[src/sv/qkv_pkg.sv]
// Shared types and constants of the quoted key/value tokenizer.
package qkv_pkg;

  localparam logic [7:0] CH_QUOTE = 8'h22;
  localparam logic [7:0] CH_EQUAL = 8'h3D;

  localparam logic [7:0] DELIM_RESET    = 8'h20;
  localparam logic       PAD_EN_RESET   = 1'b0;
  localparam logic [7:0] PAD_CHAR_RESET = 8'h20;

  localparam int CFG_IDX_W  = 2;
  localparam int CFG_DATA_W = 8;

  typedef enum logic [CFG_IDX_W-1:0] {
    CFG_DELIMITER  = 2'd0,
    CFG_PAD_ENABLE = 2'd1,
    CFG_PAD_CHAR   = 2'd2
  } qkv_cfg_idx_t;

  typedef enum logic [3:0] {
    PH_KEY   = 4'b0001,
    PH_SKIP  = 4'b0010,
    PH_VALUE = 4'b0100,
    PH_GAP   = 4'b1000
  } qkv_phase_t;

  typedef struct packed {
    logic [7:0] ch;
    logic       last;
  } qkv_in_t;

  typedef struct packed {
    logic       char_valid;
    logic       part;
    logic [7:0] out_char;
    logic       pair_done;
  } qkv_out_t;

  typedef struct packed {
    qkv_phase_t phase;
    logic       in_quotes;
    logic       pair_open;
  } qkv_state_t;

  typedef struct packed {
    logic [7:0] delimiter;
    logic       pad_enable;
    logic [7:0] pad_char;
  } qkv_cfg_t;

endpackage

[src/sv/qkv_step.sv]
// Next-state and result logic for one byte of the tokenizer.
module qkv_step (
  input  qkv_pkg::qkv_state_t state,
  input  qkv_pkg::qkv_cfg_t   cfg,
  input  qkv_pkg::qkv_in_t    item,
  output qkv_pkg::qkv_state_t state_nxt,
  output qkv_pkg::qkv_out_t   result,
  output logic                has_result
);

  logic is_delim;
  logic is_pad;
  logic is_equal;
  logic is_quote;
  logic do_key;
  logic do_skip;
  logic do_value;

  assign is_delim = (item.ch == cfg.delimiter);
  assign is_pad   = cfg.pad_enable && (item.ch == cfg.pad_char);
  assign is_equal = (item.ch == qkv_pkg::CH_EQUAL);
  assign is_quote = (item.ch == qkv_pkg::CH_QUOTE);

  always_comb begin
    state_nxt = state;
    result    = '0;
    do_key    = 1'b0;
    do_skip   = 1'b0;
    do_value  = 1'b0;

    unique case (state.phase)
      qkv_pkg::PH_KEY:   do_key = 1'b1;
      qkv_pkg::PH_SKIP:  do_skip = 1'b1;
      qkv_pkg::PH_VALUE: do_value = 1'b1;
      qkv_pkg::PH_GAP: begin
        if (!is_delim) begin
          state_nxt.phase = qkv_pkg::PH_KEY;
          do_key = 1'b1;
        end
      end
      default: state_nxt.phase = qkv_pkg::PH_KEY;
    endcase

    // A terminating byte of the key is judged again as in the skip phase.
    if (do_key) begin
      state_nxt.pair_open = 1'b1;
      if (is_equal || (!state.in_quotes && (is_delim || is_pad))) begin
        do_skip = 1'b1;
      end else if (is_quote) begin
        state_nxt.in_quotes = ~state.in_quotes;
      end else begin
        result.char_valid = 1'b1;
        result.part       = 1'b0;
        result.out_char   = item.ch;
      end
    end

    // Padding is tested before the delimiter, so it wins when both match.
    if (do_skip) begin
      if (is_equal || is_pad) begin
        state_nxt.phase = qkv_pkg::PH_SKIP;
      end else if (is_delim) begin
        result.pair_done    = 1'b1;
        state_nxt.phase     = qkv_pkg::PH_GAP;
        state_nxt.pair_open = 1'b0;
      end else begin
        state_nxt.phase = qkv_pkg::PH_VALUE;
        do_value = 1'b1;
      end
    end

    if (do_value) begin
      if (!state.in_quotes && is_delim) begin
        result.pair_done    = 1'b1;
        state_nxt.phase     = qkv_pkg::PH_GAP;
        state_nxt.pair_open = 1'b0;
      end else if (is_quote) begin
        state_nxt.in_quotes = ~state.in_quotes;
      end else begin
        result.char_valid = 1'b1;
        result.part       = 1'b1;
        result.out_char   = item.ch;
      end
    end

    // The end of the text closes an open pair and restarts the parser.
    if (item.last) begin
      result.pair_done    = result.pair_done | state_nxt.pair_open;
      state_nxt.phase     = qkv_pkg::PH_KEY;
      state_nxt.in_quotes = 1'b0;
      state_nxt.pair_open = 1'b0;
    end
  end

  assign has_result = result.char_valid | result.pair_done;

endmodule

[src/sv/quoted_key_value_tokenizer.sv]
// Top level of the quoted key/value tokenizer: channels, registers and config.
//
//   Channel  Direction  Handshake            Payload
//   in_      input      in_valid/in_stall    qkv_in_t  {ch, last}
//   out_     output     out_valid/out_stall  qkv_out_t {char_valid, part, out_char, pair_done}
//   cfg_     input      cfg_we               cfg_index, cfg_wdata
//
// The block takes one item per clock cycle unless a waiting result is held by
// out_stall. An item is held in the input register and its result, if it has
// one, is then registered in the output register. The parser state lives next
// to the per-byte logic and is updated as each item moves on.
// rst_n is synchronous and active low; it clears the handshake and parser
// state and restores the reset values of the configuration registers.
// While out_stall holds a waiting result, in_stall rises only once the input
// register is also full.
module quoted_key_value_tokenizer (
  input  logic                              clk,
  input  logic                              rst_n,
  input  logic                              in_valid,
  output logic                              in_stall,
  input  qkv_pkg::qkv_in_t                  in_data,
  output logic                              out_valid,
  input  logic                              out_stall,
  output qkv_pkg::qkv_out_t                 out_data,
  input  logic                              cfg_we,
  input  logic [qkv_pkg::CFG_IDX_W-1:0]     cfg_index,
  input  logic [qkv_pkg::CFG_DATA_W-1:0]    cfg_wdata
);

  // Input register.
  logic              in_v_r;
  qkv_pkg::qkv_in_t  in_r;

  // Output register.
  logic              out_v_r;
  logic              out_v_nxt;
  qkv_pkg::qkv_out_t out_r;

  // Parser state and configuration.
  qkv_pkg::qkv_state_t state_r;
  qkv_pkg::qkv_state_t state_nxt;
  qkv_pkg::qkv_cfg_t   cfg_r;

  qkv_pkg::qkv_out_t step_result;
  logic              step_has_result;
  logic              advance;
  logic              process;

  // The output register can take a new result when it is empty or being drained.
  assign advance  = !out_v_r || !out_stall;
  // The item in the input register is consumed this cycle.
  assign process  = in_v_r && advance;
  assign in_stall = in_v_r && !advance;

  qkv_step u_step (
    .state      (state_r),
    .cfg        (cfg_r),
    .item       (in_r),
    .state_nxt  (state_nxt),
    .result     (step_result),
    .has_result (step_has_result)
  );

  always_comb begin
    out_v_nxt = out_v_r;
    if (advance) begin
      out_v_nxt = process && step_has_result;
    end
  end

  always_ff @(posedge clk) begin
    if (!rst_n) begin
      in_v_r  <= 1'b0;
      out_v_r <= 1'b0;
      state_r <= '{phase: qkv_pkg::PH_KEY, in_quotes: 1'b0, pair_open: 1'b0};
    end else begin
      out_v_r <= out_v_nxt;
      if (!in_stall) begin
        in_v_r <= in_valid;
      end
      if (process) begin
        state_r <= state_nxt;
      end
    end
  end

  // Payload registers carry no reset.
  always_ff @(posedge clk) begin
    if (!in_stall && in_valid) begin
      in_r <= in_data;
    end
    if (process && step_has_result) begin
      out_r <= step_result;
    end
  end

  // Configuration writes; an index past the register list is ignored.
  always_ff @(posedge clk) begin
    if (!rst_n) begin
      cfg_r.delimiter  <= qkv_pkg::DELIM_RESET;
      cfg_r.pad_enable <= qkv_pkg::PAD_EN_RESET;
      cfg_r.pad_char   <= qkv_pkg::PAD_CHAR_RESET;
    end else if (cfg_we) begin
      unique case (cfg_index)
        qkv_pkg::CFG_DELIMITER:  cfg_r.delimiter  <= cfg_wdata;
        qkv_pkg::CFG_PAD_ENABLE: cfg_r.pad_enable <= cfg_wdata[0];
        qkv_pkg::CFG_PAD_CHAR:   cfg_r.pad_char   <= cfg_wdata;
        default: ;
      endcase
    end
  end

  assign out_valid = out_v_r;
  assign out_data  = out_r;

  // The phase register always holds exactly one phase.
  a_phase_onehot: assert property (@(posedge clk) disable iff (!rst_n)
    $onehot(state_r.phase))
    else $error("parser phase is not one-hot");

  // A result that leaves the block always carries a byte or a pair end.
  a_no_empty_result: assert property (@(posedge clk) disable iff (!rst_n)
    out_v_r |-> (out_r.char_valid || out_r.pair_done))
    else $error("empty result in the output register");

  // The last byte of a text returns the parser to its reset state.
  a_last_resets: assert property (@(posedge clk) disable iff (!rst_n)
    (process && in_r.last) |=>
      (state_r.phase == qkv_pkg::PH_KEY && !state_r.in_quotes && !state_r.pair_open))
    else $error("parser not restarted after the last byte");

  // Ending a pair leaves no pair open.
  a_done_closes: assert property (@(posedge clk) disable iff (!rst_n)
    (process && step_result.pair_done) |=> !state_r.pair_open)
    else $error("pair still open after pair end");

endmodule
[config.mk]
export PLATFORM = sky130hd
export DESIGN_NAME = quoted_key_value_tokenizer
export DESIGN_NICKNAME = d
export VERILOG_FILES = /design/src/sv/qkv_pkg.sv /design/src/sv/qkv_step.sv /design/src/sv/quoted_key_value_tokenizer.sv
export SDC_FILE = /design/constraint.sdc
export NUM_CORES = 1
export LEC_CHECK = 0
export BUFFER_PORTS_ARGS = -buffer_cell sky130_fd_sc_hd__buf_2
export CAP_MARGIN = 30
export CORE_UTILIZATION = 45
export CTS_CLUSTER_SIZE = 16
export DETAILED_ROUTE_END_ITERATION = 8
export MAX_ROUTING_LAYER = met4
export PLACE_DENSITY = 0.69
export SYNTH_ARGS = -nofsm -noshare
export SYNTH_HDL_FRONTEND = slang
export SYNTH_SLANG_ARGS = --single-unit
export TNS_END_PERCENT = 10
[constraint.sdc]
create_clock -name clk -period 2.29 [get_ports clk]
set_input_delay 0.458 -clock clk [delete_from_list [all_inputs] [get_ports clk]]
set_output_delay 0.458 -clock clk [all_outputs]
set_load 0.05 [all_outputs]
==> metrics.txt <==
status=finished with violations; violated checks=negative setup slack; CTS sink count=45; drt pass-1 iters=4; CP Launch Type=flip-flop; initial antenna violation count=0; fin worst setup slack=-42.3 ps; WP data required=approximately 2500 ps; vias in the first global route=between 1500 and 2000; drt via density=about 5.4; worst min-delay path startpoint=in_data[2]; Final min period=between 2000 and 2500 ps; Min-Delay Endpoint=in_r[2]; Slew Limit Headroom=0.638; depth of the most critical reg-to-reg path=8; Max IR drop VDD=~0.00043 V; number of synthesized register bits=between 40 and 50; cell internal pwr=approximately 1.3 mW; CTS Buffer Depth=2; CTS root buf=clkbuf_8; DIE WIDTH=about 70 µm; P_leak=about 1.2 nW; Final Max Slew Viols=0; Mapped Area=around 2200 µm²; Final ANT Viol Nets=0; worst path bufs/invs=1; first-pass GRT wire length=about 7700 µm; sequential power share=0.517; period utilization=1.02; Combinational Power Share=0.134; Area Growth Syn to Fin=34.4%; DRC Markers=0; row cnt=25; worst reg2reg path endpoint=state_r[1]; syn nets=roughly 220; Initial Utilization=0.466; Total Power=1.74 mW; Hold Path Depth=1; layout net count=just under 300; cell-by-cell trace of the critical path=xor2_2 > nor4_4 > nand3_2 > a211oi_4 > o31a_4 > buf_6 > and4b_1 > a31o_1; measured slew at the worst slew-check pin=about 540 ps; routability-driven placement congestion ratio=slightly above 0.9; IO buf count=36; net switching power=between 0.4 and 0.5 mW; H-Tree Depth=2; slowest cell delay on critical path=~500 ps; Routed wire per std cell=15.7 µm; io pins=37; Yosys warnings=0; CTS clk-pin slew, worst paths=about 80 ps; clock latency on the worst-skew pair=290 ps; GRT Total Usage=0.200; CTS tree=yes; first-iteration detailed-routing DRC count=about 90; worst-path fanout max=5; vias post-DR=~1700; worst clock skew=approximately 5.0 ps; reg-to-reg slack, setup=-40 ps; Num CTS Buffers=5; RSZ-0062 raised after global routing=true; Pwr Density=slightly below 600 nW/µm²; core area=between 4000 and 5000 µm²; Final Hold Violating Endpoints=0; dpl hpwl=approximately 3200 µm; Arr. time, crit path=approximately 2500 ps; GRT overflow=0; post-synthesis sequential area ratio=0.503; slowest cell on the critical path=edfxtp_1; Die ar.=between 5000 and 6000 µm²; reg2reg start=in_r[4]; Gate Count Post-Synth=approximately 190; # fillers=about 380; layout cell share with drive strength beyond 1=0.393; largest net degree at the start of global routing=29; Hold Path Class=in -> reg; Top Family by Delay on Critical Path=simple AND/OR/NAND/NOR gates; Cell variety after synth=50; Clk network pwr share=0.349; max_cap viols=0; final setup vio count=18; Reg area=1100 µm²; critical path type=reg -> reg; chip height=just over 70 µm; area occupied by multi-input gates=around 1200 µm²; Setup WS pre-CTS=-63.0 ps; detailed-route wire length=between 5000 and 6000 µm; Antenna Cells=0; CP Capture Type=flip-flop; switching share of power=0.237; post-synthesis average cell area=between 10 and 15 µm²; Fmax=0.429 GHz
-- cells in the mapped netlist (all sizes together) --
| cell type | count | area [µm²] |
|---|---|---|
| a2111oi | 1 | 8.76 |
| a211o | 2 | 17.5 |
| a211oi | 3 | 32.5 |
| a21bo | 1 | 10.0 |
| a21boi | 2 | 18.8 |
| a21o | 1 | 7.51 |
| a21oi | 4 | 23.8 |
| a22oi | 1 | 7.51 |
| a311o | 1 | 10.0 |
| a31o | 1 | 8.76 |
| a31oi | 1 | 6.26 |
| a32o | 1 | 10.0 |
| and2 | 7 | 43.8 |
| and3 | 1 | 6.26 |
| and4 | 2 | 17.5 |
| and4b | 3 | 30.0 |
| buf | 3 | 16.3 |
| clkbuf | 4 | 15.0 |
| dfxtp | 25 | 500 |
| edfxtp | 20 | 601 |
| inv | 1 | 3.75 |
| mux2i | 17 | 170 |
| nand2 | 10 | 37.5 |
| nand2b | 2 | 12.5 |
| nand3 | 2 | 15.0 |
| nand3b | 2 | 15.0 |
| nor2 | 11 | 43.8 |
| nor2b | 22 | 138 |
| nor3 | 4 | 20.0 |
| nor3b | 1 | 7.51 |
| nor4 | 3 | 55.1 |
| nor4b | 3 | 26.3 |
| o21a | 3 | 22.5 |
| o21ai | 4 | 20.0 |
| o221ai | 1 | 8.76 |
| o31a | 1 | 17.5 |
| o31ai | 2 | 15.0 |
| o32ai | 1 | 8.76 |
| or4b | 2 | 20.0 |
| xnor2 | 1 | 8.76 |
| xor2 | 15 | 131 |
-- worst reg2reg max path: cells and delay by family (launching register included) --
kind                      cells  cell delay, ps
buffers and inverters         1             100
and+or+nand+nor               3             720
AOI/OAI and AO/OA             3             670
DFF                           1             500
xor gates and xnor gates      1             240
-- layer usage --
metal,track usage,wire length [µm]
met1,0.268,2290
met2,0.307,2390
met3,0.0366,246
met4,0.0654,97
met5,-,0
-- worst max-delay path by stage --
| stage | depth (start not counted) | start | endpoint | slack [ps] |
|---|---|---|---|---|
| final | 8 | in_r[4] | state_r[1] | -40 |
| after global routing | 8 | in_r[4] | out_data[9] | -100 |
| after CTS | 9 | in_r[7] | state_r[1] | -30 |
| after detailed placement | 7 | in_r[4] | out_data[8] | -60 |
| after global placement | 7 | in_r[3] | out_data[4] | -50 |
| after floorplan | 7 | in_r[3] | out_data[0] | 80 |
-- cells by family (layout without fill, tap and decap cells) --
group,count (synthesis),after routing,share of synthesized area
simple gates,75,75,0.223
flops,45,45,0.503
compound gates,31,32,0.116
mux,17,17,0.0778
xor+xnor,16,16,0.0640
buf+inv,8,82,0.0160
-- area by class of cell --
class | instances | area share
tap | 54 | 0.0230
clock buffer | 7 | 0.0294
sequential | 45 | 0.374
inverter | 1 | 0.00128
multi-input combinational | 140 | 0.401
timing repair buffer | 73 | 0.161
clock inverter | 1 | 0.0102
-- power by group through the flow --
stage | clock network (mW) | logic (mW) | registers [mW]
6_report | 0.607 | 0.233 | 0.901
5_1_grt | 0.653 | 0.248 | 0.906
4_1_cts | 0.617 | 0.207 | 0.899
3_5_place_dp | 0 | 0.184 | 0.920
3_3_place_gp | 0 | 0.184 | 0.919
2_1_floorplan | 0 | 0.0936 | 0.949
-- through the flow --
stage                     area, µm²  setup TNS (ps)  cells  utilization  hold slack, ps
after floorplan                2190               0    192            -             462
after global placement         2530            -575    291        0.538             478
after detailed placement       2530            -789    291        0.538             483
after CTS                      2800            -168    311        0.597             326
after global routing           2940           -1790    321        0.627             322
final                          2940            -434    321        0.627             338
-- sequential cells by signal, summed over array words and instances, names as in the netlist --
name,cells
cfg_r,17
out_data,11
in_r,9
state_r,6
in_v_r,1
out_valid,1
-- cells in the final DEF (no fill, tap or decap), types with 3 or more instances in the layout --
master	n
dfxtp_1	25
nand2_1	8
and2_1	5
buf_6	4
mux2i_1	17
clkbuf_8	6
xor2_1	12
buf_2	36
edfxtp_1	20
nor2_1	10
nor2b_1	22
nor3_1	3
buf_4	33
nor4_4	3
nor4b_1	3
a21oi_1	3
o21ai_1	3
-- what timing repair did --
action                                  CTS  global route
hold buffers                              0             0
buffers inserted                         11            10
endpoints found under the setup margin   15            25
gates cloned                              1             0
gates resized for setup                  15            11
pin swaps                                11            13
No activity file was read; power rests on OpenSTA's default activity.
